<file path="src/rtl/osbm_pkg.sv">
// ----------------------------------------------------------------------------
// osbm_pkg: shared types and constants of the offset search box matcher
// Store sizes, field widths, command and status codes, controller states and
// the command and status groups between controller and datapath.
// ----------------------------------------------------------------------------
package osbm_pkg;

   localparam int MAX_LIGHTS     = 16;
   localparam int MAX_DETECTIONS = 64;

   localparam int LIGHT_IDX_W = $clog2(MAX_LIGHTS);
   localparam int LIGHT_CNT_W = $clog2(MAX_LIGHTS + 1);
   localparam int DET_IDX_W   = $clog2(MAX_DETECTIONS);
   localparam int DET_CNT_W   = $clog2(MAX_DETECTIONS + 1);

   // signed width for shifted box edges and offsets
   localparam int POS_W   = 18;
   localparam int TOTAL_W = 20;
   localparam int SCORE_W = 16;
   localparam int ID_W    = 16;
   localparam int CSR_IDX_W  = 2;
   localparam int CSR_DATA_W = 16;

   localparam logic [12:0] WIDTH_RESET     = 13'd1920;
   localparam logic [12:0] HEIGHT_RESET    = 13'd1080;
   localparam logic [15:0] THRESHOLD_RESET = 16'd19661;

   typedef enum logic [CSR_IDX_W-1:0] {
      CSR_IMAGE_WIDTH     = 2'd0,
      CSR_IMAGE_HEIGHT    = 2'd1,
      CSR_SCORE_THRESHOLD = 2'd2
   } csr_index_type;

   typedef enum logic [1:0] {
      CMD_LOAD_EXPECTED  = 2'd0,
      CMD_LOAD_DETECTION = 2'd1,
      CMD_RUN            = 2'd2,
      CMD_UNUSED         = 2'd3
   } command_type;

   typedef enum logic [1:0] {
      ST_ACCEPTED = 2'd0,
      ST_DROPPED  = 2'd1,
      ST_FULL     = 2'd2,
      ST_ORDER    = 2'd3
   } status_type;

   typedef enum logic [4:0] {
      S_IDLE,
      S_LOAD_EXP,
      S_LOAD_DET,
      S_RUN_START,
      S_OUTER_CHK,
      S_OUTER_LATCH,
      S_PAIR_CHK,
      S_PAIR_TEST,
      S_EVAL_CHK,
      S_EVAL_LATCH,
      S_SCAN_CHK,
      S_SCAN_TEST,
      S_SCAN_WAIT,
      S_EVAL_STORE,
      S_EVAL_END,
      S_EMIT_START,
      S_EMIT_NONE,
      S_EMIT_CHK,
      S_EMIT_OUT
   } state_type;

   typedef struct packed {
      logic [ID_W-1:0] id;
      logic [12:0]     x;
      logic [12:0]     y;
      logic [11:0]     w;
      logic [11:0]     h;
      logic [7:0]      light_type;
   } exp_entry_type;

   typedef struct packed {
      logic [ID_W-1:0]    id;
      logic [11:0]        x;
      logic [11:0]        y;
      logic [11:0]        w;
      logic [11:0]        h;
      logic [SCORE_W-1:0] score;
   } det_entry_type;

   typedef struct packed {
      logic                   capture;
      logic                   load_exp;
      logic                   load_det;
      logic                   run_init;
      logic                   exp_rd;
      logic [LIGHT_IDX_W-1:0] exp_addr;
      logic                   det_rd;
      logic                   det_use_choice;
      logic [DET_IDX_W-1:0]   det_addr;
      logic                   latch_outer;
      logic                   latch_offset;
      logic                   latch_inner;
      logic                   iou_start;
      logic                   iou_take;
      logic                   eval_store;
      logic                   eval_commit;
      logic                   emit_match;
      logic                   emit_none;
   } dp_cmd_type;

   typedef struct packed {
      logic [LIGHT_CNT_W-1:0] exp_count;
      logic [DET_CNT_W-1:0]   det_count;
      logic                   outer_match;
      logic                   inner_match;
      logic                   iou_done;
      logic                   best_zero;
      logic                   best_valid;
      logic                   last_item;
      logic                   rsp_free;
   } dp_status_type;

endpackage

</file>
<file path="src/rtl/osbm_ctrl.sv">
// ----------------------------------------------------------------------------
// osbm_ctrl: sequencer of the matcher
// Accepts requests, runs the load steps and walks the outer offset loop, the
// evaluation loops and the emission loop by issuing datapath commands.
// ----------------------------------------------------------------------------
module osbm_ctrl (
   input  logic                     clock,
   input  logic                     reset,
   input  logic                     req_valid,
   input  logic [1:0]               req_command,
   output logic                     req_ready,
   output osbm_pkg::dp_cmd_type     cmd,
   input  osbm_pkg::dp_status_type  stat
);
   localparam int LI = osbm_pkg::LIGHT_IDX_W;
   localparam int LC = osbm_pkg::LIGHT_CNT_W;
   localparam int DI = osbm_pkg::DET_IDX_W;
   localparam int DC = osbm_pkg::DET_CNT_W;

   osbm_pkg::state_type state_ff, state_in;
   logic [LC-1:0] oi_ff, oi_in, ei_ff, ei_in;
   logic [DC-1:0] oj_ff, oj_in, ej_ff, ej_in;

   always_ff @(posedge clock) begin
      if (reset) begin
         state_ff <= osbm_pkg::S_IDLE;
         oi_ff    <= '0;
         ei_ff    <= '0;
         oj_ff    <= '0;
         ej_ff    <= '0;
      end else begin
         state_ff <= state_in;
         oi_ff    <= oi_in;
         ei_ff    <= ei_in;
         oj_ff    <= oj_in;
         ej_ff    <= ej_in;
      end
   end

   always_comb begin
      state_in  = state_ff;
      oi_in     = oi_ff;
      ei_in     = ei_ff;
      oj_in     = oj_ff;
      ej_in     = ej_ff;
      req_ready = 1'b0;
      cmd       = '0;
      cmd.exp_addr = ei_ff[LI-1:0];
      cmd.det_addr = ej_ff[DI-1:0];

      unique case (state_ff)
         osbm_pkg::S_IDLE: begin
            req_ready = 1'b1;
            if (req_valid) begin
               cmd.capture = 1'b1;
               unique case (osbm_pkg::command_type'(req_command))
                  osbm_pkg::CMD_LOAD_EXPECTED:  state_in = osbm_pkg::S_LOAD_EXP;
                  osbm_pkg::CMD_LOAD_DETECTION: state_in = osbm_pkg::S_LOAD_DET;
                  osbm_pkg::CMD_RUN:            state_in = osbm_pkg::S_RUN_START;
                  default:                      state_in = osbm_pkg::S_IDLE;
               endcase
            end
         end
         osbm_pkg::S_LOAD_EXP: begin
            cmd.load_exp = 1'b1;
            if (stat.rsp_free) state_in = osbm_pkg::S_IDLE;
         end
         osbm_pkg::S_LOAD_DET: begin
            cmd.load_det = 1'b1;
            if (stat.rsp_free) state_in = osbm_pkg::S_IDLE;
         end
         osbm_pkg::S_RUN_START: begin
            cmd.run_init = 1'b1;
            oi_in    = '0;
            state_in = osbm_pkg::S_OUTER_CHK;
         end
         osbm_pkg::S_OUTER_CHK: begin
            cmd.exp_addr = oi_ff[LI-1:0];
            if (oi_ff < stat.exp_count) begin
               cmd.exp_rd = 1'b1;
               state_in   = osbm_pkg::S_OUTER_LATCH;
            end else begin
               state_in = osbm_pkg::S_EMIT_START;
            end
         end
         osbm_pkg::S_OUTER_LATCH: begin
            cmd.latch_outer = 1'b1;
            oj_in    = '0;
            state_in = osbm_pkg::S_PAIR_CHK;
         end
         osbm_pkg::S_PAIR_CHK: begin
            cmd.det_addr = oj_ff[DI-1:0];
            if (oj_ff < stat.det_count) begin
               cmd.det_rd = 1'b1;
               state_in   = osbm_pkg::S_PAIR_TEST;
            end else begin
               oi_in    = oi_ff + 1'b1;
               state_in = osbm_pkg::S_OUTER_CHK;
            end
         end
         osbm_pkg::S_PAIR_TEST: begin
            if (stat.outer_match) begin
               cmd.latch_offset = 1'b1;
               ei_in    = '0;
               state_in = osbm_pkg::S_EVAL_CHK;
            end else begin
               oj_in    = oj_ff + 1'b1;
               state_in = osbm_pkg::S_PAIR_CHK;
            end
         end
         osbm_pkg::S_EVAL_CHK: begin
            if (ei_ff < stat.exp_count) begin
               cmd.exp_rd = 1'b1;
               state_in   = osbm_pkg::S_EVAL_LATCH;
            end else begin
               state_in = osbm_pkg::S_EVAL_END;
            end
         end
         osbm_pkg::S_EVAL_LATCH: begin
            cmd.latch_inner = 1'b1;
            ej_in    = '0;
            state_in = osbm_pkg::S_SCAN_CHK;
         end
         osbm_pkg::S_SCAN_CHK: begin
            if (ej_ff < stat.det_count) begin
               cmd.det_rd = 1'b1;
               state_in   = osbm_pkg::S_SCAN_TEST;
            end else begin
               state_in = osbm_pkg::S_EVAL_STORE;
            end
         end
         osbm_pkg::S_SCAN_TEST: begin
            if (stat.inner_match) begin
               cmd.iou_start = 1'b1;
               state_in      = osbm_pkg::S_SCAN_WAIT;
            end else begin
               ej_in    = ej_ff + 1'b1;
               state_in = osbm_pkg::S_SCAN_CHK;
            end
         end
         osbm_pkg::S_SCAN_WAIT: begin
            if (stat.iou_done) begin
               cmd.iou_take = 1'b1;
               ej_in    = ej_ff + 1'b1;
               state_in = osbm_pkg::S_SCAN_CHK;
            end
         end
         osbm_pkg::S_EVAL_STORE: begin
            cmd.eval_store = 1'b1;
            ei_in    = ei_ff + 1'b1;
            state_in = osbm_pkg::S_EVAL_CHK;
         end
         osbm_pkg::S_EVAL_END: begin
            cmd.eval_commit = 1'b1;
            oj_in    = oj_ff + 1'b1;
            state_in = osbm_pkg::S_PAIR_CHK;
         end
         osbm_pkg::S_EMIT_START: begin
            ei_in = '0;
            if (stat.best_zero) state_in = osbm_pkg::S_EMIT_NONE;
            else state_in = osbm_pkg::S_EMIT_CHK;
         end
         osbm_pkg::S_EMIT_NONE: begin
            cmd.emit_none = 1'b1;
            if (stat.rsp_free) state_in = osbm_pkg::S_IDLE;
         end
         osbm_pkg::S_EMIT_CHK: begin
            // a nonzero best total guarantees a valid entry further on
            if (stat.best_valid) begin
               cmd.exp_rd         = 1'b1;
               cmd.det_rd         = 1'b1;
               cmd.det_use_choice = 1'b1;
               state_in           = osbm_pkg::S_EMIT_OUT;
            end else begin
               ei_in = ei_ff + 1'b1;
            end
         end
         osbm_pkg::S_EMIT_OUT: begin
            cmd.emit_match = 1'b1;
            if (stat.rsp_free) begin
               if (stat.last_item) begin
                  state_in = osbm_pkg::S_IDLE;
               end else begin
                  ei_in    = ei_ff + 1'b1;
                  state_in = osbm_pkg::S_EMIT_CHK;
               end
            end
         end
         default: state_in = osbm_pkg::S_IDLE;
      endcase
   end
endmodule

</file>
<file path="config.mk">
export PLATFORM = sky130hd
export DESIGN_NAME = osbm_ctrl
export DESIGN_NICKNAME = d
export VERILOG_FILES = /design/src/rtl/osbm_pkg.sv /design/src/rtl/osbm_ctrl.sv
export SDC_FILE = /design/constraint.sdc
export NUM_CORES = 1
export LEC_CHECK = 0
export BUFFER_PORTS_ARGS = -buffer_cell sky130_fd_sc_hd__buf_2
export CORE_ASPECT_RATIO = 0.9
export CORE_MARGIN = 2
export CORE_UTILIZATION = 60
export DETAILED_ROUTE_END_ITERATION = 8
export HOLD_SLACK_MARGIN = 0.02
export PLACE_DENSITY = 0.95
export SLEW_MARGIN = 20
export SYNTH_ARGS = -nofsm -noshare
export SYNTH_HDL_FRONTEND = slang
export SYNTH_SLANG_ARGS = --single-unit
</file>
<file path="constraint.sdc">
create_clock -name clock -period 3.9 [get_ports clock]
set_input_delay 0.585 -clock clock [delete_from_list [all_inputs] [get_ports clock]]
set_output_delay 0.585 -clock clock [all_outputs]
set_load 0.02 [all_outputs]
</file>
==> impl.org <==
** Run status
- Result of the run :: finished clean

** Placement
- Detailed placer's ending HPWL :: 4.63 mm
- Final weighted congestion in routability-driven placement :: 0.849
- During placement, the flow inserted port buffers numbering 50.
- Placement-stage cell area :: 2800 um2
- Post-Place Setup Slack :: 1010 ps

** Synthesis
- Post-synthesis sequential area ratio :: 0.227
- Register bit total from synthesis :: 29
- Commonest cells post-synth :: sky130_fd_sc_hd__nor2_1 (43), sky130_fd_sc_hd__dfxtp_1 (29), sky130_fd_sc_hd__ha_1 (26)
- Netlist area before placement :: 2560 um2
- Counting flops with an async set or reset pin after synthesis yields a share of 0.
- The average instance in the mapped netlist occupies 7.88 um2.
- For this run, the leading register cell type out of synthesis is sky130_fd_sc_hd__dfxtp_1.
- Synthesis produced a netlist with a net count of 375.
- Yosys printed 0 warnings.
- Count of unique library cells instantiated by Yosys :: 63
- Top cells by area, synth :: sky130_fd_sc_hd__dfxtp_1 (23%), sky130_fd_sc_hd__ha_1 (13%), sky130_fd_sc_hd__nor2_1 (6.3%)
- Top-count cell post-synth :: sky130_fd_sc_hd__nor2_1
- Synth top area share :: 0.227
- Cell type contributing the most total cell area after synthesis :: sky130_fd_sc_hd__dfxtp_1
- Synthesis produced a netlist whose cell count is 325.
- Post-synth EDFFs :: 0

** STA
- The smallest clock period supported by the final layout is computed as 2920 ps.
- Clock Skew :: 3.90 ps
- Slew Viols, Final :: 0
- Setup repair after global routing left no endpoint under its margin.
- Setup violations remaining at the end of the flow were counted as 0.
- The number of hold violations in the final report was 0.
- Final worst setup slack :: 976 ps
- Measured slew at the worst slew-check pin :: 788 ps
- Total negative setup slack :: 0 ps
- Of the available clock period, the critical path in the final layout requires 0.750.
- In this run the tightest slew margin relative to its limit is 0.474.
- Fmax :: 342 MHz
- Hold is met by 508 ps.

** Setup path
- Setup slack, reg-to-reg :: 1510 ps
- The worst register-to-register path begins at state_ff[3].
- STA classifies the critical path startpoint as an input pin.
- In this run the worst setup path begins at stat[12].
- Along the worst path, the maximum fanout reaches 6.
- At the worst endpoint, the arrival time is 2340 ps.
- By startpoint and endpoint, the worst setup path is classified as in2out.
- Number of cells traversed by the worst register-to-register path :: 5
- At the worst endpoint, the required time is 3310 ps.
- Worst reg2reg endpoint :: state_ff[1]
- STA classifies the critical path endpoint as an output pin.

** Route
- The final layout contains routed wiring with a total length of 6.26 mm.
- In this run the remaining antenna-violating nets after routing total 0.
- Vias per cell :: 6.01
- Detailed-router iteration count before antenna repair :: 5
- Iter 0 DRT Violations :: 292
- Across all layers, the routed design uses 2499 vias.
- After detailed routing, the average wire length per cell comes to 15.0 um.
- In the routed design, unresolved DRC markers number 0.

** Global routing
- Entering global routing, the biggest net connects 27 pins.
- For this run, the total global-route usage over all layers was measured as 0.268.
- First-pass GRT wire length :: 10.2 mm
- The number of antenna violations at the first check in global routing is 0.
- The via count of the first global-routing pass is 2253.
- Grt ovf :: 0

** Min path
- Cells on Worst Hold Path :: 2
- The min-delay analysis places its worst path in the category reg2reg.
- The worst hold path begins at oj_ff[6].
- For hold timing, the worst endpoint is oj_ff[6].

** Power
- Power density normalized to cell area :: 380 nW/um2
- The share of total power dissipated in the clock network is 0.300.
- Of the total power, registers draw 0.324.
- Summed over all nets, the switching power comes to 0.000423 W.
- The internal portion of the total power is 0.000686 W.
- Summed over all cells, the static leakage comes to 1.41 nW.
- Across the VDD grid, the largest voltage drop is 0.216 mV.
- Net switching fraction of the power :: 0.381
- Of the total power, combinational logic draws 0.377.

** Clock tree
- The tree is rooted in a sky130_fd_sc_hd__clkbuf_8.
- Clock-pin transition on the worst setup and hold timing paths :: 60 ps
- The number of setup buffers added after CTS is 0.
- Counting every sink on the clock net gives 29.
- The number of hold buffers added after CTS was 0.
- No sink is reached through more buffers than the 2 on the longest clock path.
- # H-tree levels :: 2
- CTS buffer count :: 5
- Clock latency of the later-clocked register in the worst-skew pair :: 290 ps
- The number of gates resized after CTS was 0.
- CTS tree :: done

** Die
- The floorplan has 22 rows.
- In this run the standard cell core region covers 4100 um2.
- Die outline width :: 72.9 um
- The die covers 4810 um2.
- The die is 66.0 um tall.
- Initial Utilization :: 0.624
- In this run the count of I/O pins placed on the die edge is 51.

** Run
- The tool flagged a number of max-cap violations equal to 0.

** Layout
- Area used by multi-input combinational logic :: 1830 um2
- The repair_antennas step left the layout with diodes totalling 0.
- Share of the core filled with cells :: 0.712
- Number of nets in the finished design :: 417
- Compared with the post-synthesis result, the final layout area differs by 14.0%.
- The layout has 298 filler cells.
- In the final layout, the share of cells above drive strength 1 is 0.231.
- FF+latch area :: 581 um2
- Post-Layout Inst Area :: 2920 um2
worst max-delay path by stage:
| stage | endpoint | depth (start not counted) |
|---|---|---|
| 2_1_floorplan | cmd[16] | 6 |
| 3_3_place_gp | cmd[16] | 8 |
| 3_5_place_dp | cmd[16] | 8 |
| 4_1_cts | cmd[16] | 8 |
| 5_1_grt | cmd[16] | 8 |
| 6_report | cmd[16] | 8 |
layout make-up:
type	count	area share
Timing Repair Buffer	51	0.0883
Tap cell	48	0.0206
Clock buffer	6	0.0283
Multi-Input combinational cell	260	0.626
Inverter	20	0.0257
Sequential cell	29	0.199
Clock inverter	2	0.0129
per-stage QoR:
stage	total power [W]	std cells
after floorplan	0.000686	325
after global placement	0.000760	408
after detailed placement	0.000768	408
after CTS	0.00110	416
after global routing	0.00116	416
final	0.00111	416
layout by cell type, fill, tap and decap left out, types with 2 or more instances in the layout:
| cell type | n |
|---|---|
| sky130_fd_sc_hd__nand4_1 | 8 |
| sky130_fd_sc_hd__buf_2 | 50 |
| sky130_fd_sc_hd__or2_2 | 4 |
| sky130_fd_sc_hd__a21oi_1 | 19 |
| sky130_fd_sc_hd__inv_1 | 20 |
| sky130_fd_sc_hd__clkbuf_8 | 6 |
| sky130_fd_sc_hd__a21o_1 | 2 |
| sky130_fd_sc_hd__a31oi_1 | 4 |
| sky130_fd_sc_hd__nor4_1 | 3 |
| sky130_fd_sc_hd__nand2b_1 | 13 |
| sky130_fd_sc_hd__nand3b_1 | 3 |
| sky130_fd_sc_hd__a211o_1 | 2 |
| sky130_fd_sc_hd__nand3_1 | 3 |
| sky130_fd_sc_hd__mux2i_1 | 4 |
| sky130_fd_sc_hd__a211oi_1 | 4 |
| sky130_fd_sc_hd__xnor2_1 | 2 |
| sky130_fd_sc_hd__o41ai_1 | 2 |
| sky130_fd_sc_hd__mux2_2 | 10 |
| sky130_fd_sc_hd__nor2_1 | 43 |
| sky130_fd_sc_hd__or3b_2 | 2 |
| sky130_fd_sc_hd__nand2_1 | 19 |
| sky130_fd_sc_hd__and3_1 | 3 |
| sky130_fd_sc_hd__o21a_1 | 2 |
| sky130_fd_sc_hd__o21ai_0 | 13 |
| sky130_fd_sc_hd__o211ai_1 | 2 |
| sky130_fd_sc_hd__dfxtp_1 | 29 |
| sky130_fd_sc_hd__nor3_1 | 11 |
| sky130_fd_sc_hd__or3_1 | 2 |
| sky130_fd_sc_hd__xor2_1 | 14 |
| sky130_fd_sc_hd__nor2b_1 | 9 |
| sky130_fd_sc_hd__or4_1 | 2 |
| sky130_fd_sc_hd__and2_1 | 2 |
| sky130_fd_sc_hd__ha_1 | 26 |
registers in the layout, summed over array words and instances, names as in the netlist:
signal	cells
oj_ff	7
oi_ff	5
state_ff	5
ej_ff	7
ei_ff	5
metal layers:
metal	share of wire	track usage	vias to the layer above	routed length [um]
met5	0	0	-	0
met4	0.012	0.0694	0	72
met3	0.052	0.0534	13	328
met2	0.46	0.414	85	2900
met1	0.47	0.379	1163	2960
li1	-	-	1238	-
critical path, stage by stage:
cell and delay (ps):
sky130_fd_sc_hd__buf_2 80, sky130_fd_sc_hd__inv_1 60, sky130_fd_sc_hd__ha_1 300, sky130_fd_sc_hd__nand4_1 110, sky130_fd_sc_hd__o31ai_2 540, sky130_fd_sc_hd__a2bb2o_1 360
sky130_fd_sc_hd__nand2b_1 150, sky130_fd_sc_hd__buf_2 150
logic make-up after synthesis:
family | share of synthesized area
XOR/XNOR | 0.0547
buffers and inverters | 0.0601
adder cells (fa/ha/maj) | 0.127
AO/OA/AOI/OAI | 0.188
AND/OR/NAND/NOR | 0.284
flip-flops | 0.227
multiplexers | 0.0596
power by group through the flow:
stage	registers, W	clock network, W	logic, W
after floorplan	0.000323	0	0.000363
after global routing	0.000363	0.000349	0.000450
final	0.000359	0.000332	0.000418
after global placement	0.000361	0	0.000399
after detailed placement	0.000362	0	0.000406
after CTS	0.000355	0.000334	0.000411
(Power assumes the default switching activity.)
